## config.mk

```make
export PLATFORM = sky130hd
export DESIGN_NAME = vbfe_back
export DESIGN_NICKNAME = d
export VERILOG_FILES = /design/src/hdl/vbfe_pkg.sv /design/src/hdl/vbfe_back.sv
export SDC_FILE = /design/constraint.sdc
export NUM_CORES = 1
export LEC_CHECK = 0
export BUFFER_PORTS_ARGS = -buffer_cell sky130_fd_sc_hd__buf_4
export CORE_MARGIN = 2
export CORE_UTILIZATION = 53
export DETAILED_ROUTE_END_ITERATION = 16
export GPL_ROUTABILITY_DRIVEN = 0
export PLACE_DENSITY = 0.74
export SLEW_MARGIN = 25
export SYNTH_ARGS = -nofsm -noshare
export SYNTH_HDL_FRONTEND = slang
export SYNTH_SLANG_ARGS = --single-unit
```

## constraint.sdc

```tcl
create_clock -name i_clk -period 5.2 [get_ports i_clk]
set_input_delay 1.04 -clock i_clk [delete_from_list [all_inputs] [get_ports i_clk]]
set_output_delay 1.04 -clock i_clk [all_outputs]
set_load 0.05 [all_outputs]
```

## src/hdl/vbfe_pkg.sv

```systemverilog
package vbfe_pkg;

    // grid limits
    localparam int MAX_X = 4096;
    localparam int MAX_Y = 64;
    localparam int MAX_Z = 64;

    // position counter widths (x also counts the drain plane)
    localparam int X_W  = $clog2(MAX_X + 1);
    localparam int Y_W  = (MAX_Y > 1) ? $clog2(MAX_Y) : 1;
    localparam int Z_W  = (MAX_Z > 1) ? $clog2(MAX_Z) : 1;
    localparam int NY_W = $clog2(MAX_Y + 2) + 1;
    localparam int NZ_W = $clog2(MAX_Z + 1) + 1;

    // occupancy row store: one row of z bits per (plane parity, y)
    localparam int ROW_W  = MAX_Z;
    localparam int ROWS   = 2 * MAX_Y;
    localparam int ROW_AW = Y_W + 1;

    // fixed field widths
    localparam int VAL_W      = 16;
    localparam int POS_X_W    = 12;
    localparam int POS_Y_W    = 6;
    localparam int POS_Z_W    = 6;
    localparam int SIDE_W     = 3;
    localparam int VERT_W     = 29;
    localparam int NUM_SIDES  = 6;
    localparam int GRID_X_W   = 13;
    localparam int GRID_Y_W   = 7;
    localparam int GRID_Z_W   = 7;
    localparam int CFG_IDX_W  = 2;
    localparam int CFG_DATA_W = 13;

    // voxel record queue between classifier and face emitter
    localparam int QUEUE_DEPTH = 8;
    localparam int QUEUE_AW    = $clog2(QUEUE_DEPTH);
    localparam int QUEUE_CW    = $clog2(QUEUE_DEPTH + 1);

    // register indexes
    localparam logic [CFG_IDX_W-1:0] CFG_GRID_X = 2'd0;
    localparam logic [CFG_IDX_W-1:0] CFG_GRID_Y = 2'd1;
    localparam logic [CFG_IDX_W-1:0] CFG_GRID_Z = 2'd2;

    // item kinds
    localparam logic KIND_VOXEL = 1'b0;
    localparam logic KIND_DRAIN = 1'b1;

    typedef enum logic [SIDE_W-1:0] {
        SIDE_POS_X = 3'd0,
        SIDE_NEG_X = 3'd1,
        SIDE_POS_Z = 3'd2,
        SIDE_NEG_Z = 3'd3,
        SIDE_POS_Y = 3'd4,
        SIDE_NEG_Y = 3'd5
    } t_side;

    typedef struct packed {
        logic                    kind;
        logic signed [VAL_W-1:0] voxel_value;
    } t_in_item;

    typedef struct packed {
        logic [POS_X_W-1:0] pos_x;
        logic [POS_Y_W-1:0] pos_y;
        logic [POS_Z_W-1:0] pos_z;
        t_side              side;
        logic [VERT_W-1:0]  first_vertex;
        logic               last_face;
    } t_out_item;

    typedef struct packed {
        logic                 fresh;
        logic [NUM_SIDES-1:0] mask;
        logic [POS_X_W-1:0]   pos_x;
        logic [POS_Y_W-1:0]   pos_y;
        logic [POS_Z_W-1:0]   pos_z;
    } t_voxel_rec;

    typedef struct packed {
        logic                full;
        logic                empty;
        logic [QUEUE_CW-1:0] level;
    } t_queue_stat;

endpackage

```

## src/hdl/vbfe_back.sv

```systemverilog
module vbfe_back (
    input  logic                 i_clk,
    input  logic                 i_rst_n,
    input  vbfe_pkg::t_voxel_rec i_rec,
    input  logic                 i_rec_valid,
    output logic                 o_rec_pop,
    input  logic                 i_out_taken,
    output logic                 o_out_valid,
    output vbfe_pkg::t_out_item  o_out
);

    localparam int NS = vbfe_pkg::NUM_SIDES;
    localparam int VW = vbfe_pkg::VERT_W;
    localparam int SW = vbfe_pkg::SIDE_W;

    logic                 r_active;
    logic [NS-1:0]        r_mask;
    vbfe_pkg::t_voxel_rec r_rec;
    logic [VW-1:0]        r_vc;
    logic                 r_out_valid;
    vbfe_pkg::t_out_item  r_out;

    logic [SW-1:0] idx;
    logic [NS-1:0] rest;
    logic          last, out_free, emit, load;

    // lowest pending side goes first
    always_comb begin
        idx = '0;
        for (int i = NS - 1; i >= 0; i--) begin
            if (r_mask[i]) begin
                idx = SW'(i);
            end
        end
        rest = r_mask & ~(NS'(1) << idx);
        last = (rest == '0);
    end

    assign out_free  = !r_out_valid || i_out_taken;
    assign emit      = r_active && out_free;
    assign load      = i_rec_valid && (!r_active || (emit && last));
    assign o_rec_pop = load;

    assign o_out_valid = r_out_valid;
    assign o_out       = r_out;

    // voxel in progress, vertex count and output register control
    always_ff @(posedge i_clk) begin
        if (!i_rst_n) begin
            r_active    <= 1'b0;
            r_out_valid <= 1'b0;
            r_vc        <= '0;
        end else begin
            if (load) begin
                r_active <= 1'b1;
            end else if (emit && last) begin
                r_active <= 1'b0;
            end
            if (emit) begin
                r_out_valid <= 1'b1;
            end else if (i_out_taken) begin
                r_out_valid <= 1'b0;
            end
            if (load && i_rec.fresh) begin
                r_vc <= '0;
            end else if (emit) begin
                r_vc <= r_vc + VW'(4);
            end
        end
    end

    // face payload
    always_ff @(posedge i_clk) begin
        if (load) begin
            r_rec  <= i_rec;
            r_mask <= i_rec.mask;
        end else if (emit) begin
            r_mask <= rest;
        end
        if (emit) begin
            r_out.pos_x        <= r_rec.pos_x;
            r_out.pos_y        <= r_rec.pos_y;
            r_out.pos_z        <= r_rec.pos_z;
            r_out.side         <= vbfe_pkg::t_side'(idx);
            r_out.first_vertex <= r_vc;
            r_out.last_face    <= last;
        end
    end

endmodule

```

# Yosys cells after proc, flatten, opt, wreduce, memory -nomap -nowiden
# Cells that the tools add are included.
# classes
n_addsub	1
mul	0
div	0
magnitude_cmp	0
n_eq_ne	0
shifts	1
n_mux	12
bitwise_logic	3
reduce_logical	13
# op_table
cell	count
adder 29 x 3 -> 29 bit (second input constant)	1
two-way mux 3 bit	6
two-way mux 6 bit	2
AND 6 bit	1
zero test 6 bit	1
inverter 6 bit	1
nonzero test 2 bit	3
left shift 1 x 3 -> 6 bit (first input constant)	1
logical AND 1 bit	4
two-way mux 1 bit	4
zero test 1 bit	2
logical OR 1 bit	2
OR reduction 2 bit	1
inverter 1 bit	1
# totals
ff_bits	118
latchBits	0
ram_bits	0
romBits	0
input_bits	35
output_inout_bits	59
elab_cells	43
mem_count	0

# Logic depth before layout (Yosys ltp)
# depth
depth_word	15
mapped_depth	7
mapped_depth_nobuf	5

# Least setup slack after synthesis
# Ideal clock, no wire load.
# synth_timing
path_type	input to register
from	input i_out_taken
to	register r_vc[4]
setup_time_ns	0.124
arrival_ns	4.018
required_ns	5.076
slack_ns	1.057
cell_stages	5
n_path_buf	0
cell_sequence	nor2b_1 -> nor2_1 -> nand2_1 -> xor2_1 -> nor2_1
# synth_via
elab_chain_cells	7
# synth_lines
item	line_no	text
from (decl)	vbfe_back.sv:7	input logic i_out_taken,
logical OR 1 bit (*)	vbfe_back.sv:39	assign out_free = !r_out_valid || i_out_taken;
logical AND 1 bit (*)	vbfe_back.sv:40	assign emit = r_active && out_free;
via emit	vbfe_back.sv:25	logic last, out_free, emit, load;
logical AND 1 bit	vbfe_back.sv:41	assign load = i_rec_valid && (!r_active || (emit && last));
logical OR 1 bit	vbfe_back.sv:41	
logical AND 1 bit	vbfe_back.sv:41	
logical AND 1 bit	vbfe_back.sv:64	if (load && i_rec.fresh) begin
OR reduction 2 bit (no source line)	n/a	
to (signal assigned)	vbfe_back.sv:67	r_vc <= r_vc + VW'(4);
to (decl)	vbfe_back.sv:19	logic [VW-1:0] r_vc;
# The timed path passes the listed nets; every way through them passes the cells marked *.
# A chain may end at the register's enable or synchronous reset.

# Worst setup path after layout
# layout_timing
from	register r_mask[1]
to	output o_rec_pop
# layout_via
elab_chain_cells	9
# layout_lines
item	line_no	text
from (decl)	vbfe_back.sv:17	logic [NS-1:0] r_mask;
from (signal assigned)	vbfe_back.sv:76	r_mask <= i_rec.mask;
from (signal assigned)	vbfe_back.sv:78	r_mask <= rest;
two-way mux 3 bit (2 in series)	vbfe_back.sv:31	if (r_mask[i]) begin
left shift 1 x 3 -> 6 bit	vbfe_back.sv:35	rest = r_mask & ~(NS'(1) << idx);
inverter 6 bit	vbfe_back.sv:35	
AND 6 bit (*)	vbfe_back.sv:35	
zero test 6 bit (*)	vbfe_back.sv:36	last = (rest == '0);
logical AND 1 bit (*)	vbfe_back.sv:41	
logical OR 1 bit (*)	vbfe_back.sv:41	
logical AND 1 bit (*)	vbfe_back.sv:41	
to (decl)	vbfe_back.sv:6	output logic o_rec_pop,
# Mark *: on every way between the ends. The rest lies on a longest branch, timed or not.

==> summary.md <==
| Metric | Value |
|---|---|
| Initial Utilization | `54.2%` |
| Initial antenna violation count | `0` |
| Critical Path Fanout Max | `13` |
| Data arrival time of the critical path | `roughly 2300 ps` |
| DRT Pass-1 Iters | `4` |
| Chip width | `92.5 um` |
| DR iter-0 viols | `137` |
| Post-DR vias/cell | `5.01` |
| Distinct cells, synth | `40` |
| Via count | `2516` |
| Pwr dens | `~460 nW/um^2` |
| Most frequent cells in the layout | `buf_4 (94), edfxtp_1 (85), nor2_1 (37)` |
| Antenna cell count | `0` |
| Max clock buf depth | `2` |
| Peak supply drop | `approximately 280 uV` |
| Layout Skew | `between 10 and 15 ps` |
| Cell area after layout | `between 5000 and 6000 sq um` |
| Hold WC Path Type | `flip-flop to flip-flop` |
| Final-report max-slew violation count | `0` |
| Mapped Cells | `286` |
| P&R area growth vs syn | `32.7%` |
| Crit path from | `r_mask[1]` |
| Routed wire length | `roughly 7.4 mm` |
| GRT Overall Usage | `between 10% and 20%` |
| WHS Endpoint | `o_out[41]` |
| Flops & latches, synth | `between 100 and 150` |
| Total Nets Final | `423` |
| Port Buffers | `91` |
| Number of hold buffers added after CTS | `0` |
| Worst-Skew Late Latency | `500 ps` |
| Sink Count | `114` |
| Core area | `7650 sq um` |
| Die footprint | `8550 sq um` |
| # DRC | `0` |
| CP required | `4160 ps` |
| I/O pins | `94` |
| Min cycle time layout | `~3400 ps` |
| Max Cap Viol | `0` |
| Synth async-reset ratio | `0%` |
| CP Launch Type | `flip-flop` |
| Final Hold Fails | `0` |
| Dpl hpwl | `about 4.6 mm` |
| Reg clk slew, reported paths | `60 ps` |
| Most common cell after layout, fill and taps aside | `buf_4` |
| TNS Setup | `0 ps` |
| Synth Flop Type | `edfxtp_1` |
| Placed Area | `slightly below 5000 sq um` |
| Largest net degree at the start of global routing | `between 50 and 60` |
| Register area share after synthesis | `between 70% and 80%` |
| First-pass GRT wire length | `~12 mm` |
| Synthesized area | `just over 4000 sq um` |
| Gr ovfl total | `0` |
| CTS buffer count | `17` |
| Average size of a mapped cell | `~15 sq um` |
| P_leak | `~2.0 nW` |
| Min Hold Slack | `between 400 and 500 ps` |
| Post-CTS resize count | `0` |
| Setup bufs post-CTS | `0` |
| Synth Warn # | `0` |
| Fmax | `around 300 MHz` |
| Final Setup Violations | `0` |
| H-tree levels | `4` |
| Root buffer cell | `clkbuf_8` |
| WL/cell | `approximately 15 um` |
| Worst-Margin Slew | `~900 ps` |
| Die Y-Extent | `just over 90 um` |
| Hold Crit Depth | `0` |
| Worst hold path startpoint | `r_rec[8]` |
| Critical path endpoint category | `output port` |
| Worst r2r dst | `r_vc[15]` |
| R2r setup slk | `2750 ps` |
| Critical path class | `flip-flop to output port` |
| Row cnt | `32` |
| Layout cells sized above 1 | `31.8%` |
| RSZ-0062 raised after global routing | `false` |
| Register-to-Register Path Depth | `6` |
| Tcrit/Tclk final | `64.9%` |
| Worst slew margin | `between 40% and 50%` |
| TritonCTS clock tree | `built` |
| Final ANT Viol Nets | `0` |
| EDFF count, synth | `85` |
| Status | `finished clean` |
| Worst R2R Start | `r_mask[1]` |
| Total Power | `2.51 mW` |
| Number of global-route vias before repair | `~2.4k` |
## worst max-delay path by stage
stage / end / slack [ps] / cells after the start
CTS: o_rec_pop / 1800 / 6
global route: o_rec_pop / 1720 / 6
finish: o_rec_pop / 1830 / 6
floorplan: r_vc[4] / 1060 / 5
global placement: o_rec_pop / 1980 / 7
detailed placement: o_rec_pop / 1960 / 7
## synth_stat cells, types with 2 or more instances
| library cell | count | area share (%) |
|---|---|---|
| edfxtp_1 | 85 | 62 |
| nand3_1 | 10 | 1.2 |
| buf_1 | 2 | 0.18 |
| and3_1 | 2 | 0.30 |
| inv_1 | 17 | 1.5 |
| a211oi_1 | 2 | 0.36 |
| nor2_1 | 38 | 3.4 |
| clkbuf_1 | 3 | 0.27 |
| xnor2_1 | 25 | 5.3 |
| o21ai_0 | 7 | 0.84 |
| nand2_1 | 9 | 0.81 |
| nor4_1 | 13 | 2.0 |
| nand2b_1 | 2 | 0.30 |
| nand4_1 | 4 | 0.60 |
| dfxtp_1 | 29 | 14 |
| and4_1 | 3 | 0.63 |
| nor3_1 | 8 | 0.97 |
| buf_4 | 2 | 0.36 |
| buf_6 | 4 | 1.1 |
## area by class of cell
| type | instances | area [sq um] |
|---|---|---|
| Timing Repair Buffer | 94 | 706 |
| Clock buffer | 21 | 439 |
| Tap cell | 102 | 128 |
| Fill cell | 487 | 2140 |
| Inverter | 17 | 63.8 |
| Multi-Input combinational cell | 143 | 873 |
| Sequential cell | 114 | 3130 |
| Clock inverter | 11 | 163 |
## worst max-delay path, stage by stage, from the launching register on
cell and delay [ps]:
edfxtp_1 500, or4_4 590, a211oi_2 210, o31ai_2 80, buf_4 180, inv_1 80
buf_4 190
## state kept, by name, indices dropped and copies added (netlist names)
register and flops:
o_out 55, r_rec 24, r_vc 27, r_active 1, r_mask 6, o_out_valid 1
## per-stage QoR
step,cells,utilization [%],setup WS (ps)
2_1_floorplan,287,-,1060
5_1_grt,502,72.0,1720
4_1_cts,502,72.0,1800
3_3_place_gp,470,64.1,1980
3_5_place_dp,470,64.1,1960
6_report,502,72.0,1830
## report_power, final
group / internal (mW) / switching, mW
logic: 0.0787 / 0.187
registers: 1.05 / 0.0311
clock network: 0.786 / 0.373
## layer usage
layer	global-route usage, %	vias to the layer above	wire length (um)
met5	0	-	0
met4	8.33	0	79
met3	5.94	5	516
met2	29.3	101	3590
met1	23.5	1182	3190
li1	-	1228	-
## cell families after synthesis
kind of cell / after synthesis / synth area share, %
flops: 114 / 75.5
simple gates: 94 / 11.1
buf+inv: 30 / 3.68
xor+xnor: 26 / 5.49
compound gates: 19 / 3.53
fa+ha+maj: 1 / 0.302
other cells: 1 / 0.0904
mux: 1 / 0.241
Note: power is estimated with default switching activity, not from simulation.
