==> config.mk <==
export PLATFORM = sky130hd
export DESIGN_NAME = vbfe_queue
export DESIGN_NICKNAME = d
export VERILOG_FILES = /design/src/hdl/vbfe_pkg.sv /design/src/hdl/vbfe_queue.sv
export SDC_FILE = /design/constraint.sdc
export NUM_CORES = 1
export LEC_CHECK = 0
export BUFFER_PORTS_ARGS = -buffer_cell sky130_fd_sc_hd__buf_4
export CORE_MARGIN = 2
export CORE_UTILIZATION = 36
export DETAILED_ROUTE_END_ITERATION = 8
export SKIP_CTS_REPAIR_TIMING = 1
export SLEW_MARGIN = 40
export SYNTH_ARGS = -nofsm -noshare
export SYNTH_HDL_FRONTEND = slang
export SYNTH_SLANG_ARGS = --single-unit
==> constraint.sdc <==
create_clock -name i_clk -period 4.9 [get_ports i_clk]
set_input_delay 0.245 -clock i_clk [delete_from_list [all_inputs] [get_ports i_clk]]
set_output_delay 0.245 -clock i_clk [all_outputs]
set_load 0.02 [all_outputs]
==> src/hdl/vbfe_pkg.sv <==
package vbfe_pkg;

    // grid limits
    localparam int MAX_X = 4096;
    localparam int MAX_Y = 64;
    localparam int MAX_Z = 64;

    // position counter widths (x also counts the drain plane)
    localparam int X_W  = $clog2(MAX_X + 1);
    localparam int Y_W  = (MAX_Y > 1) ? $clog2(MAX_Y) : 1;
    localparam int Z_W  = (MAX_Z > 1) ? $clog2(MAX_Z) : 1;
    localparam int NY_W = $clog2(MAX_Y + 2) + 1;
    localparam int NZ_W = $clog2(MAX_Z + 1) + 1;

    // occupancy row store: one row of z bits per (plane parity, y)
    localparam int ROW_W  = MAX_Z;
    localparam int ROWS   = 2 * MAX_Y;
    localparam int ROW_AW = Y_W + 1;

    // fixed field widths
    localparam int VAL_W      = 16;
    localparam int POS_X_W    = 12;
    localparam int POS_Y_W    = 6;
    localparam int POS_Z_W    = 6;
    localparam int SIDE_W     = 3;
    localparam int VERT_W     = 29;
    localparam int NUM_SIDES  = 6;
    localparam int GRID_X_W   = 13;
    localparam int GRID_Y_W   = 7;
    localparam int GRID_Z_W   = 7;
    localparam int CFG_IDX_W  = 2;
    localparam int CFG_DATA_W = 13;

    // voxel record queue between classifier and face emitter
    localparam int QUEUE_DEPTH = 8;
    localparam int QUEUE_AW    = $clog2(QUEUE_DEPTH);
    localparam int QUEUE_CW    = $clog2(QUEUE_DEPTH + 1);

    // register indexes
    localparam logic [CFG_IDX_W-1:0] CFG_GRID_X = 2'd0;
    localparam logic [CFG_IDX_W-1:0] CFG_GRID_Y = 2'd1;
    localparam logic [CFG_IDX_W-1:0] CFG_GRID_Z = 2'd2;

    // item kinds
    localparam logic KIND_VOXEL = 1'b0;
    localparam logic KIND_DRAIN = 1'b1;

    typedef enum logic [SIDE_W-1:0] {
        SIDE_POS_X = 3'd0,
        SIDE_NEG_X = 3'd1,
        SIDE_POS_Z = 3'd2,
        SIDE_NEG_Z = 3'd3,
        SIDE_POS_Y = 3'd4,
        SIDE_NEG_Y = 3'd5
    } t_side;

    typedef struct packed {
        logic                    kind;
        logic signed [VAL_W-1:0] voxel_value;
    } t_in_item;

    typedef struct packed {
        logic [POS_X_W-1:0] pos_x;
        logic [POS_Y_W-1:0] pos_y;
        logic [POS_Z_W-1:0] pos_z;
        t_side              side;
        logic [VERT_W-1:0]  first_vertex;
        logic               last_face;
    } t_out_item;

    typedef struct packed {
        logic                 fresh;
        logic [NUM_SIDES-1:0] mask;
        logic [POS_X_W-1:0]   pos_x;
        logic [POS_Y_W-1:0]   pos_y;
        logic [POS_Z_W-1:0]   pos_z;
    } t_voxel_rec;

    typedef struct packed {
        logic                full;
        logic                empty;
        logic [QUEUE_CW-1:0] level;
    } t_queue_stat;

endpackage

==> src/hdl/vbfe_queue.sv <==
module vbfe_queue (
    input  logic                  i_clk,
    input  logic                  i_rst_n,
    input  logic                  i_push,
    input  vbfe_pkg::t_voxel_rec  i_rec,
    input  logic                  i_pop,
    output vbfe_pkg::t_voxel_rec  o_rec,
    output vbfe_pkg::t_queue_stat o_stat
);

    localparam int DEPTH = vbfe_pkg::QUEUE_DEPTH;
    localparam int AW    = vbfe_pkg::QUEUE_AW;
    localparam int CW    = vbfe_pkg::QUEUE_CW;

    vbfe_pkg::t_voxel_rec r_slot [DEPTH];
    logic [AW-1:0] r_wr, r_rd;
    logic [CW-1:0] r_level;
    logic          do_push, do_pop;

    assign do_push = i_push && (r_level != CW'(DEPTH));
    assign do_pop  = i_pop && (r_level != '0);

    assign o_rec        = r_slot[r_rd];
    assign o_stat.full  = (r_level == CW'(DEPTH));
    assign o_stat.empty = (r_level == '0);
    assign o_stat.level = r_level;

    // pointers and fill level
    always_ff @(posedge i_clk) begin
        if (!i_rst_n) begin
            r_wr    <= '0;
            r_rd    <= '0;
            r_level <= '0;
        end else begin
            if (do_push) begin
                r_wr <= (r_wr == AW'(DEPTH - 1)) ? '0 : r_wr + AW'(1);
            end
            if (do_pop) begin
                r_rd <= (r_rd == AW'(DEPTH - 1)) ? '0 : r_rd + AW'(1);
            end
            r_level <= r_level + CW'(do_push) - CW'(do_pop);
        end
    end

    // record storage
    always_ff @(posedge i_clk) begin
        if (do_push) begin
            r_slot[r_wr] <= i_rec;
        end
    end

endmodule

[Word-level counts from Yosys, hierarchy flattened]
Memory sizes are Yosys's and may differ from the RTL's. A register that Yosys moved wholly into a read port is not among the register bits.
Index checks and enable logic that the tools add are counted.
Cells by class
  add/subtract/negate cells: 4
  reduce and logical (&&, ||, !) cells: 4
  muxes and demuxes: 6
  equal/unequal tests: 4
Operator list (count)
  2-to-1 mux 3 bit: 4
  adder 3 x 1 -> 3 bit, second input constant: 2
  equality test 3 bit, second input constant: 2
  adder 4 x 1 -> 4 bit: 1
  equality test 4 bit, second input constant: 1
  logical NOT 4 bit: 1
  != test 4 bit, second input constant: 1
  nonzero test 4 bit: 1
  subtractor 4 x 1 -> 4 bit: 1
  logical AND 1 bit: 2
  2-to-1 mux 1 bit: 2
Storage, ports and cells
  memories: 1
  output and inout port bits: 37
  RAM bits: 248
  register bits after elaboration: 10
Memory list
  r_slot: words 8, bits a word 31, rd ports 1, clocked after memory_dff 1, wr ports 1, RTL line vbfe_queue.sv:15  | vbfe_pkg::t_voxel_rec r_slot [DEPTH];

[Depth between registers and ports, before layout]
Gate-level depths: netlist of run 1.
  word-level depth: 4
  gate-level depth with buffers: 12
  depth with buffers taken out: 11

[Least setup slack after synthesis of run 1]
Ideal clock, no wire load.
  kind: register to register
  from: reg r_level[2]
  to: mem r_slot[0][0] (netlist name) (enable)
  data required time: 4403 ps
  path buffers: 0
  cell stages (with the launch flop): 6
  data arrival time: 4111 ps
  period minus slack after synthesis: 4608 ps
  slack: 292 ps
  path through: dfxtp_1 > inv_1 > ha_1 > or3b_2 > nand2_1 > nor4_1
Between the ends
  longest elaborated chain between the ends: 4
Ends and longest elaborated chain
  start, declared: RTL line vbfe_queue.sv:17  | logic [CW-1:0] r_level;
  start signal, assigned: RTL line vbfe_queue.sv:41  | r_level <= r_level + CW'(do_push) - CW'(do_pop);
  != test 4 bit: RTL line vbfe_queue.sv:20  | assign do_push = i_push && (r_level != CW'(DEPTH));
  logical AND 1 bit: RTL line vbfe_queue.sv:20
  2-to-1 mux 1 bit: RTL line vbfe_queue.sv:47  | if (do_push) begin
  2-to-1 mux 1 bit (implied by the code): RTL line vbfe_queue.sv:48  | r_slot[r_wr] <= i_rec;
  end, declared: RTL line vbfe_queue.sv:15
No other way between the ends.

==> impl_summary.md, run 1 <==
Global route
The aggregate global-route resource usage is 12.67%. The wire length of the first global-routing pass is 28,920 um. The number of global-route vias before repair is 4,902. The initial antenna violation count came to 0.

For this run the aggregate overflow at the end of global routing stands at 0. Entering global routing, the biggest net connects 39 pins.

Placed design
The pre-CTS worst setup slack is 2.148 ns. After detailed placement, the total cell area comes to 11,440 um^2. Input and output buffers added on the ports amount to 71. The final weighted congestion in routability-driven placement is 0.6645.

Including well taps, the total number of placed cells is 884. Summed over all nets, the half-perimeter wirelength after detailed placement is 11,810 um.

STA
Setup violations remaining at the end of the flow were counted as 0. The clock period could shrink to 2.773 ns. Setup repair after global routing left no endpoint under its margin. The final critical path takes up 56.59% of the cycle.

Clock skew on the completed layout was measured at 0.01224 ns. The final number of max-transition violations is 0. The peak clock frequency supported by timing is 0.3607 GHz. The hold violation total from the final report came to 0. Measured against its own limit, the worst slew margin works out to 61.24%.

The minimum setup slack in the final design is 2.127 ns. The minimum hold slack is 0.05984 ns. The worst-margin pin slew is 0.5814 ns. For the final routed database, the setup TNS stands at 0 ns.

Run status
The run finished with clean final reports.

Power
In this run the static leakage power is 4.278 nW. The power per cell area is 476.4 nW/um^2. The maximum vdd ir drop is 0.3891 mV.

The total power consumption of the routed design is 6.042 mW.

Setup path
The worst setup path is of the reg -> out kind. For the worst setup path, the data required time is 4.66 ns. STA classifies the critical path endpoint as a primary output. The endpoint arrival time on the critical path is 2.53 ns. In this run the critical register-to-register path is launched from r_level[2]$_SDFF_PN0_. The worst setup path is launched from a flop. The biggest fanout along the worst timing path is 38.

Final layout
The commonest non-fill, non-tap cell in the layout is edfxtp_1. The fraction of the core area covered by cells at the end of the flow is 45.41%. Leaving out filler cells and counting taps, the final layout contains 965. The top cell types in the final layout, fill and taps aside, are edfxtp_1 (248), buf_4 (81), mux4_1 (62), mux2_2 (31), dlygate4sd3_1 (31). The fraction of layout instances using a drive strength above 1 is 29.47%. In the final design database the tool counted 612 nets.

The number of antenna repair diodes is 0. The area growth from synthesis to layout is 23.74%. The final standard cell area without fillers is 12,680 um^2.

Flow run
Max-cap violations in this run came to 0.

Synth
The sequential share of the synthesized area is 75.19%. The number of nets handed over by synthesis was 483. For this run, the number of Yosys warnings is 0.

The synthesized instance count is 437. Counting flops and latches in the post-synthesis netlist gives 261. Counting distinct cell types in the post-synthesis netlist gives 25. After synthesis the cells add up to 10,250 um^2. The mean cell area of the mapped netlist is 23.46 um^2.

Detailed routing
Summed over all layers, the routed wires come to 19,160 um. The routed layout has 4,700 vias. After detailed routing, the average wire length per cell comes to 19.85 um. The first detailed-routing pass ran for 5 iterations. The post-detailed-route via-to-cell ratio is 4.870. After the first detailed-routing iteration, the DRC count stood at 268. The post-route antenna net violation count is 0.

After detailed routing, the number of remaining DRC violations is 0.

Floorplanning
The area enclosed by the die boundary is 29,840 um^2. The placement row count is 61. The die width is 172.7 um. The initial utilization of the core area, before any placement, comes to 36.70%. The height of the die is 172.7 um. The boundary pin count is 72.

The placeable core area is 27,930 um^2.

CTS
The clock edge transition at the registers on the reported setup and hold paths is 0.06 ns. The total clock sinks is 261. Buffers inserted during clock tree synthesis total 27. TritonCTS built the clock tree. The tree is rooted in a clkbuf_16. The clock reaches the later pin of the worst-skew pair after 0.53 ns.

The clock passes through at most 3 buffers. CTS built an H-tree with a depth of 1.

Hold path
In this run the most critical hold path is launched from i_rst_n. The kind of path behind the tightest hold check is in -> reg.
[worst max-delay path, stage by stage (launching register included)]
cell and delay, ns:
dfxtp_4 0.68, buf_4 0.43, mux4_1 0.40, mux2_2 0.30
buf_4 0.16
[final timing paths]
kind | to | slack, ns | cells past startpoint
worst max-delay path | o_rec[30] | 2.13 | 4
worst min-delay path | r_wr[2]$_SDFFE_PN0P_ | 0.06 | 3
worst max register to register | r_level[2]$_SDFF_PN0_ | 2.14 | 11
worst min register to register | flop | 0.49 | 2
[final cells by class]
| type | instances | area [um^2] |
|---|---|---|
| Fill cell | 2403 | 15250 |
| Sequential cell | 261 | 7719 |
| Multi-Input combinational cell | 149 | 2437 |
| Timing Repair Buffer | 120 | 1094 |
| Clock buffer | 30 | 686.9 |
| Tap cell | 378 | 473.0 |
| Clock inverter | 20 | 249.0 |
| Inverter | 7 | 26.28 |
[cells in the mapped netlist]
library cell | n | share of area [%]
nor2_1 | 5 | 0.18
mux2i_1 | 7 | 0.68
nor4_1 | 1 | 0.061
dfxtp_1 | 13 | 2.5
nand2_1 | 13 | 0.48
mux2_2 | 31 | 3.4
ha_1 | 10 | 1.2
inv_1 | 7 | 0.26
and2_1 | 2 | 0.12
edfxtp_1 | 248 | 73
fa_1 | 1 | 0.20
buf_6 | 7 | 0.77
a21o_1 | 1 | 0.073
clkbuf_1 | 12 | 0.44
buf_2 | 1 | 0.049
mux4_1 | 62 | 16
nor2b_1 | 2 | 0.12
nand3b_1 | 2 | 0.15
xnor2_1 | 1 | 0.085
a21oi_1 | 1 | 0.049
nand2b_1 | 3 | 0.18
nor3b_1 | 1 | 0.073
or3b_2 | 1 | 0.085
nand3_1 | 1 | 0.049
nor3_1 | 4 | 0.20
[where the power goes]
part | switching, mW | leakage, nW | internal [mW] | total (mW)
clock network | 0.801 | 0.459 | 1.32 | 2.12
logic | 0.585 | 1.46 | 0.614 | 1.20
registers | 0.117 | 2.36 | 2.60 | 2.72
[cell families after synthesis]
group                    share of synthesized area, %
flip-flops                                      75.19
adder cells (fa/ha/maj)                         1.416
XOR/XNOR                                      0.08545
buffers and inverters                           1.513
multiplexers                                    19.98
AND/OR/NAND/NOR                                 1.697
AO/OA/AOI/OAI                                  0.1220
[layer usage]
| layer | part of all wire (%) | up-vias | track usage, % |
|---|---|---|---|
| li1 | - | 2136 | - |
| met5 | 0 | - | 0 |
| met2 | 51 | 102 | 22.36 |
| met3 | 4.0 | 30 | 2.177 |
| met1 | 43 | 2432 | 16.47 |
| met4 | 2.1 | 0 | 2.860 |
[flip-flops by register name, indices dropped and copies added, names as in the netlist, named ones only]
signal,count
r_level,4
r_rd,3
r_slot,248
r_wr,3
No activity file was read; power rests on OpenSTA's default activity.
==> inputs of run 2 (changes only) <==
Clock period 4.9 ns to 2.3 ns, I/O delays scaled along.
==> run 2 against run 1 <==
The flow now finishes with violations (negative setup slack). Sequential cell count stayed put. Sequential power increased by 110%. Design area up 2.8%. Largest power group unchanged. Worst setup slack worse by 2.2 ns. Worst hold slack improved by 0.14 ns.
==> impl_summary.md, run 2 (synthesis gave the netlist of run 1 again) <==
STA
The maximum clock skew at final layout was 0.02498 ns (+0.01275 ns). The setup violation total in the final timing report is 7 (+7). Setup repair after global routing could not meet its margin everywhere.

The relative max-transition margin was 70.10% (+8.9 points). The worst-margin pin slew is 0.4473 ns (-0.1341 ns). The minimum clock period after layout is 2.323 ns.

The final number of max-transition violations is 0 (unchanged). The minimum setup slack in the final design is -0.02320 ns (-2.150 ns). The hold violation total from the final report came to 0 (unchanged). The peak clock frequency supported by timing is 0.4304 GHz. After layout, the worst path uses 101.0% of the clock period.

Global route
The wire length of the first global-routing pass is 29,670 um (+2.6%). The initial antenna violation count is 0 (unchanged). The number of global-route vias before repair is 5,014 (+2.3%). The aggregate global-route resource usage is 12.95% (+0.28 points).

The total global routing overflow is 0 (unchanged). The maximum number of pins on one net before global-route repair is 63 (+62%).

Power
The static leakage came to 4.365 nW (+2.0%). The proportion of power drawn by combinational gates was 26.6% (+6.7 points). The clock group share of total power came to 31.0% (-4.1 points). The switching power of the nets is 3.452 mW (+130%). The switching share of total power is 25.85% (+0.97 points). The power per cell area is 1024 nW/um^2 (+120%).

The power share of the sequential group is 42.5% (-2.5 points). The maximum vdd ir drop is 0.5800 mV (+49%). The internal power is 9.899 mW (+120%).

Final layout
The sequential cell area is 7719 um^2 (unchanged). The final layout net count came to 636 (+3.9%). The number of flip-flops in the largest register is 248 (unchanged). The library cells used most frequently in the layout, excluding fill and tap cells, are edfxtp_1 (248), buf_4 (72), mux4_2 (46), clkbuf_16 (32), dlygate4sd3_1 (32).

The register with the most flip-flops is r_slot. The largest registers in the layout are r_slot: 248 flops, r_level: 4 flops. The layout filler cell count is 2,375 (-1.2%). The area overhead of the layout relative to synthesis is 27.15%.

The area of the multi-input gates is 2441 um^2 (+0.15%). The fraction of the core area covered by cells at the end of the flow was 46.66% (+1.2 points). The fraction of layout instances using a drive strength above 1 was 41.38% (+12 points). The number of antenna repair diodes came to 0 (unchanged). The commonest non-fill, non-tap cell in the layout is edfxtp_1.

Run status
The flow ran to the end, but the final reports show violations. The final reports fail on negative setup slack.

Setup path
Walking the worst path, the cells encountered are buf_6, buf_12, mux4_1, mux2_2, buf_4. The critical path buffer and inverter count was 3 (+1). In this run the critical register-to-register path is launched from r_level[2]$_SDFF_PN0_.

The required time at the endpoint of the critical path is 2.18 ns (-2.48 ns). The worst setup path is launched from a flop. The endpoint arrival time on the critical path was 2.21 ns (-0.32 ns). The biggest fanout along the worst timing path came to 6 (-84%). The reg-to-reg setup timing slack is 0.01 ns (-2.13 ns). The endpoint identified for the worst register-to-register timing path is r_level[2]$_SDFF_PN0_. The depth of the worst register-to-register path is 11 (unchanged). On the critical path, the stage with the largest delay is an instance of mux4_1. The maximum single-stage delay on the critical path came to 0.54 ns (-0.14 ns). The worst setup path is captured at a primary output. The critical path's top delay family is multiplexers. By startpoint and endpoint, the worst setup path is classified as reg -> out.

CTS
The TritonCTS buffer count came to 26 (-3.7%). The maximum level of the CTS H-tree is 1 (unchanged). Clock tree synthesis selected as its root buffer the cell clkbuf_16. The clock edge transition at the registers on the reported setup and hold paths came to 0.06 ns (about the same). The worst-case clock buffer depth is 3 (unchanged). The later-pin clock latency in the skew report was 0.53 ns (about the same). TritonCTS built the clock tree.

The total clock sinks is 261 (unchanged).

Floorplanning
The height of the die was 172.7 um (unchanged). The effective utilization at floorplan is 36.70% (unchanged). The boundary pin count was 72 (unchanged).

The area enclosed by the die boundary is 29,840 um^2 (unchanged). The placement row count is 61 (unchanged). The placeable core area is 27,930 um^2 (unchanged).

The die width is 172.7 um (unchanged).

Detailed routing
The number of vias after detailed routing is 4,811 (+2.4%). The number of optimization iterations in the first detailed-route pass is 4 (-1). The total detailed-routing wirelength is 20,840 um (+8.8%). The post-detailed-route via-to-cell ratio was 4.874 (about the same). The post-route antenna net violation count is 0 (unchanged). The detail-routed net length per standard cell is 21.12 um (+6.4%). The final routed DRC violation total is 0 (unchanged). The number of design-rule violations left by the first detailed-router iteration came to 336 (+25%).

Flow run
The number of maximum-capacitance violations was 0 (unchanged).

Placed design
The pre-CTS worst setup slack is -0.06254 ns (-2.211 ns). The number of buffers inserted by port buffering is 71 (unchanged). The half-perimeter wire length of the detailed placement result is 11,240 um (-4.9%).

The final weighted congestion in routability-driven placement is 0.6914 (+4.0%).

Hold path
The hold-critical path depth is 4 (+1). For hold timing, the worst endpoint is r_rd[1]$_SDFFE_PN0N_. The launch point of the worst hold path is i_pop. The kind of path behind the tightest hold check is in -> reg.
==> run 2: cell count changes in the layout (fill, tap and decap cells not counted), moves of 4 or more <==
cell / before / now
nor3_2: 4 / 0
buf_4: 81 / 72
buf_12: 1 / 12
buf_6: 0 / 22
mux4_2: 0 / 46
mux2_4: 0 / 21
nor3_4: 0 / 4
clkbuf_16: 27 / 32
mux2_2: 31 / 10
mux4_1: 62 / 16
==> run 2: worst min-delay path: stages <==
cell,delay [ns]
buf_4,0.07
nor2b_2,0.20
buf_4,0.17
mux2i_1,0.10
==> run 2: how the worst max path moves through the flow <==
stage	start	to	depth (start not counted)
global placement	r_level[2]$_SDFF_PN0_	r_level[2]$_SDFF_PN0_	11
finish	flop	o_rec[1]	5
CTS	flop	o_rec[8]	4
global route	flop	o_rec[1]	5
floorplan	r_level[2]$_SDFF_PN0_	r_slot[0][0]$_DFFE_PP_	5
detailed placement	r_level[2]$_SDFF_PN0_	r_level[2]$_SDFF_PN0_	11
==> run 2: through the flow <==
stage / hold WS [ns] / instance area [um^2] / std cells / power (mW) / setup TNS (ns)
6_report: 0.1971 / 13030 / 987 / 13.35 / -0.09145
3_3_place_gp: 0.3433 / 11540 / 891 / 8.510 / 0
2_1_floorplan: 0.2139 / 10350 / 437 / 7.504 / -11.49
4_1_cts: -0.2073 / 12380 / 938 / 12.74 / -3.329
5_1_grt: 0.1923 / 13030 / 987 / 13.86 / -1.114
3_5_place_dp: 0.3521 / 11540 / 891 / 8.594 / -0.06254
==> run 2: area by class of cell <==
type                       count  share of cell area, %
clock buffer                  33                  5.270
clock inverter                14                  1.219
inverter                       7                 0.2208
multi-input combinational    149                  18.73
sequential                   261                  59.22
tap                          378                  3.629
timing repair buffer         145                  11.71
==> run 2: per-layer routing <==
layer,GRT usage (%),wire [um]
met5,0,0
met2,22.19,10290
met3,2.748,1046
met4,3.319,284
met1,16.87,9217
==> run 2: power groups by stage <==
stage,registers (mW),clock network (mW),logic (mW)
finish,5.67,4.13,3.55
global route,5.69,4.40,3.77
CTS,5.65,4.23,2.86
detailed placement,5.75,0,2.85
global placement,5.72,0,2.79
floorplan,5.77,0,1.74
==> inputs of run 3 (changes only) <==
Settings changed: ABC_AREA set to 1.
==> run 3 against run 2 <==
The flow now finishes without violations. Global-route usage up 1.5 points. Highest routed layer unchanged. Clock skew down 0.011 ns. Sequential power grew 3%. Design area rose by 6.8%. Synthesized area grew 12%. Count of clock-buffer cells in the layout is the same. Worst setup slack improved by 0.18 ns.
==> impl_summary.md, run 3 <==
Power
The maximum vdd ir drop is 0.5438 mV (-6.2%). The switching share of total power is 34.88% (+9.0 points). The clock group share of total power was 26.3% (-4.7 points). The power share of the sequential group is 39.0% (-3.5 points). The proportion of power drawn by combinational gates is 34.7% (+8.1 points). The switching power of the nets is 5.225 mW (+51%). The static leakage is 6.396 nW (+47%).

The power per cell area is 1076 nW/um^2 (+5.0%). The internal power came to 9.754 mW (-1.5%).

CTS
The total clock sinks was 261 (unchanged). The worst-case clock buffer depth was 3 (unchanged). The root buffer cell is clkbuf_16. The maximum level of the CTS H-tree was 1 (unchanged). TritonCTS built the clock tree. The later-pin clock latency in the skew report is 0.53 ns (about the same). The TritonCTS buffer count is 27 (+3.8%). The clock edge transition at the registers on the reported setup and hold paths is 0.06 ns (about the same).

Global route
The number of global-route vias before repair is 7,257 (+45%). The initial antenna violation count is 0 (unchanged). The wire length of the first global-routing pass is 38,030 um (+28%). The aggregate global-route resource usage is 14.48% (+1.5 points).

The total global routing overflow is 0 (unchanged). The maximum number of pins on one net before global-route repair is 101 (+60%).

Setup path
The reg-to-reg setup timing slack is 0.22 ns (+0.21 ns). The depth of the worst register-to-register path came to 11 (unchanged). The largest individual stage delay along the critical path comes from the cell dfxtp_4. The maximum single-stage delay on the critical path came to 0.42 ns (-0.12 ns). The critical register-to-register path startpoint is r_level[2]$_SDFF_PN0_. The required time at the endpoint of the critical path is 2.18 ns (about the same). The most numerous cell type found on the critical path is nand2_1. Walking the worst path, the cells encountered are inv_4, buf_4, nand2_1, nand3_1, nand2_1, nand2_1, nand2_1, buf_4. The biggest fanout along the worst timing path is 24 (+18). The endpoint arrival time on the critical path is 2.03 ns (-0.18 ns).

The logic depth of the worst path, buffers included is 8 (+3). The critical path buffer and inverter count is 3 (unchanged). The endpoint kind of the worst setup timing path is a primary output. The worst setup path is launched from a flop.

The critical path in this run is classified as reg -> out. The capturing point of the worst reg2reg path is r_level[2]$_SDFF_PN0_. In this design, the largest share of critical-path delay is due to buffers and inverters.

Final layout
The number of flip-flops in the largest register is 248 (unchanged). The number of antenna repair diodes is 0 (unchanged). In the final layout, the registers with the most flip-flops are r_slot: 248 flops, r_level: 4 flops. The final layout net count is 1,333 (+110%). The commonest non-fill, non-tap cell in the layout is nand2_1. The register with the most flip-flops in the final layout is r_slot. The area overhead of the layout relative to synthesis is 20.77%. The layout filler cell count is 2,924 (+23%). The fraction of layout instances using a drive strength above 1 is 11.26% (-30 points). The library cells used most frequently in the layout, excluding fill and tap cells, are nand2_1 (422), inv_1 (268), edfxtp_1 (248), nand3_1 (128), buf_4 (84).

STA
The minimum setup slack in the final design was 0.1542 ns (+0.1774 ns). The maximum clock skew at final layout is 0.01436 ns (-0.01063 ns). The minimum hold slack was 0.3650 ns (+0.1678 ns). The post-route clock period utilization came to 93.29% (-7.7 points). The final total negative setup slack is 0 ns (+0.09145 ns).

The worst-margin pin slew is 0.4733 ns (+0.02604 ns). Setup repair after global routing left no endpoint under its margin. The hold violation total from the final report was 0 (unchanged). The relative max-transition margin was 68.40% (-1.7 points). The final number of max-transition violations is 0 (unchanged). The peak clock frequency supported by timing came to 0.4660 GHz (+8.3%). The setup violation total in the final timing report is 0 (-7). The minimum clock period after layout is 2.146 ns (-0.1774 ns).

Floorplanning
The boundary pin count is 72 (unchanged). The area enclosed by the die boundary is 33,480 um^2 (+12%). The die width is 183.0 um (+5.9%). The height of the die came to 183.0 um (+5.9%). The placement row count came to 65 (+6.6%). The placeable core area is 31,560 um^2 (+13%). The effective utilization at floorplan is 36.54% (-0.15 points).

Detailed routing
The number of optimization iterations in the first detailed-route pass is 5 (+1). The post-detailed-route via-to-cell ratio came to 4.427 (-9.2%). The number of vias after detailed routing is 7,562 (+57%). The detail-routed net length per standard cell was 14.45 um (-32%). The final routed DRC violation total is 0 (unchanged). The post-route antenna net violation count was 0 (unchanged).

The number of design-rule violations left by the first detailed-router iteration came to 426 (+27%). The total detailed-routing wirelength came to 24,690 um (+18%).

Synth
The sequential share of the synthesized area is 66.84% (-8.3 points). The number of warnings printed during yosys synthesis is 0 (unchanged). In the synthesized netlist, the cells that appear most often are nand2_1 (424), inv_1 (268), edfxtp_1 (248). In the synthesized netlist the dominant register cell turns out to be edfxtp_1. The synthesized instance count was 1,174 (+170%). The synthesis-stage register bit count came to 261 (unchanged). Yosys instantiated no cell more often than nand2_1. The net count of the mapped netlist is 1,220 (+150%). The number of flops mapped to enable cells by yosys is 248 (unchanged). The post-synthesis cell type with the largest combined area is edfxtp_1. The mean cell area of the mapped netlist is 9.822 um^2 (-58%). The fraction of post-synthesis cell area in the top cell type by area is 64.58% (-8.1 points). Yosys attributes the largest share of cell area to edfxtp_1 (65%), nand2_1 (14%), inv_1 (8.7%).

The post-synthesis instance area came to 11,530 um^2 (+12%). The unique cell type count in the Yosys netlist was 20 (-20%). The share of flip-flops with an asynchronous set or reset after synthesis is 0% (unchanged).

Placed design
The half-perimeter wire length of the detailed placement result is 13,400 um (+19%). The number of buffers inserted by port buffering was 71 (unchanged). The final weighted congestion in routability-driven placement is 0.7140 (+3.3%). The pre-CTS worst setup slack is 0.1920 ns (+0.2545 ns).

Hold path
For hold timing, the worst endpoint is r_slot[1][29]$_DFFE_PP_. The hold-critical path depth is 2 (-2). The startpoint identified for the worst hold timing path is i_rec[29]. The min-delay analysis places its worst path in the category in -> reg.

Run status
The run finished with clean final reports.

Flow run
The number of maximum-capacitance violations is 0 (unchanged).
[run 3: cell types whose count changed after synthesis, moves of 7 or more]
cell / before / now
buf_2: 1 / 24
mux2i_1: 7 / 0
nor2_1: 5 / 12
mux4_1: 62 / 0
mux2_2: 31 / 0
nand2_1: 13 / 424
inv_1: 7 / 268
nand3_1: 1 / 128
[run 3: power groups by stage]
stage | clock network (mW) | registers, mW | logic [mW]
after CTS | 4.02 | 5.86 | 5.07
after floorplan | 0 | 5.87 | 3.27
after global routing | 4.19 | 5.88 | 5.81
after global placement | 0 | 5.95 | 5.01
final | 3.94 | 5.84 | 5.20
after detailed placement | 0 | 5.96 | 5.05
[run 3: logic make-up after synthesis]
group / Yosys count / share of synthesized area [%]
buffers and inverters: 318 / 11.22
AND/OR/NAND/NOR: 576 / 20.33
AO/OA/AOI/OAI: 8 / 0.3471
adder cells (fa/ha/maj): 11 / 1.259
flip-flops: 261 / 66.84
[run 3: worst reg2reg max path, cell delays in order, from the launching register on]
cell and delay (ns):
dfxtp_2 0.33, inv_1 0.07, ha_1 0.23, nand2_4 0.13, nand2_4 0.06, ha_1 0.28
inv_1 0.06, ha_1 0.16, inv_1 0.06, fa_1 0.40, o21ai_1 0.14, a21oi_1 0.05
[run 3: worst max path at each step]
stage | start | to
detailed placement | r_level[2]$_SDFF_PN0_ | r_level[2]$_SDFF_PN0_
floorplan | r_level[2]$_SDFF_PN0_ | r_level[2]$_SDFF_PN0_
CTS | flop | o_rec[10]
global route | r_level[2]$_SDFF_PN0_ | r_level[2]$_SDFF_PN0_
finish | flop | o_rec[5]
global placement | r_level[2]$_SDFF_PN0_ | r_level[2]$_SDFF_PN0_
[run 3: through the flow]
| step | std cells | utilization (%) | power [mW] | cell area [um^2] |
|---|---|---|---|---|
| after global placement | 1623 | 40.29 | 10.95 | 12710 |
| final | 1708 | 44.13 | 14.98 | 13930 |
| after CTS | 1671 | 42.79 | 14.95 | 13500 |
| after global routing | 1708 | 44.13 | 15.88 | 13930 |
| after floorplan | 1174 | - | 9.146 | 11630 |
| after detailed placement | 1623 | 40.29 | 11.01 | 12710 |
[run 3: layout make-up]
| cell class | count | area [um^2] | share of cell area [%] |
|---|---|---|---|
| Multi-Input combinational cell | 595 | 2638 | 18.94 |
| Clock inverter | 15 | 90.09 | 0.6469 |
| Tap cell | 402 | 503.0 | 3.612 |
| Timing Repair Buffer | 132 | 1267 | 9.102 |
| Clock buffer | 33 | 698.2 | 5.013 |
| Sequential cell | 261 | 7714 | 55.39 |
| Inverter | 270 | 1016 | 7.296 |
[run 3: metal layers]
layer  up-vias  GRT usage (%)  wire length [um]
met5         -              0                 0
met4         0          3.840               447
met3        33          2.522              1091
met2       140          25.44             11840
met1      3514          18.51             11310
li1       3875              -                 -
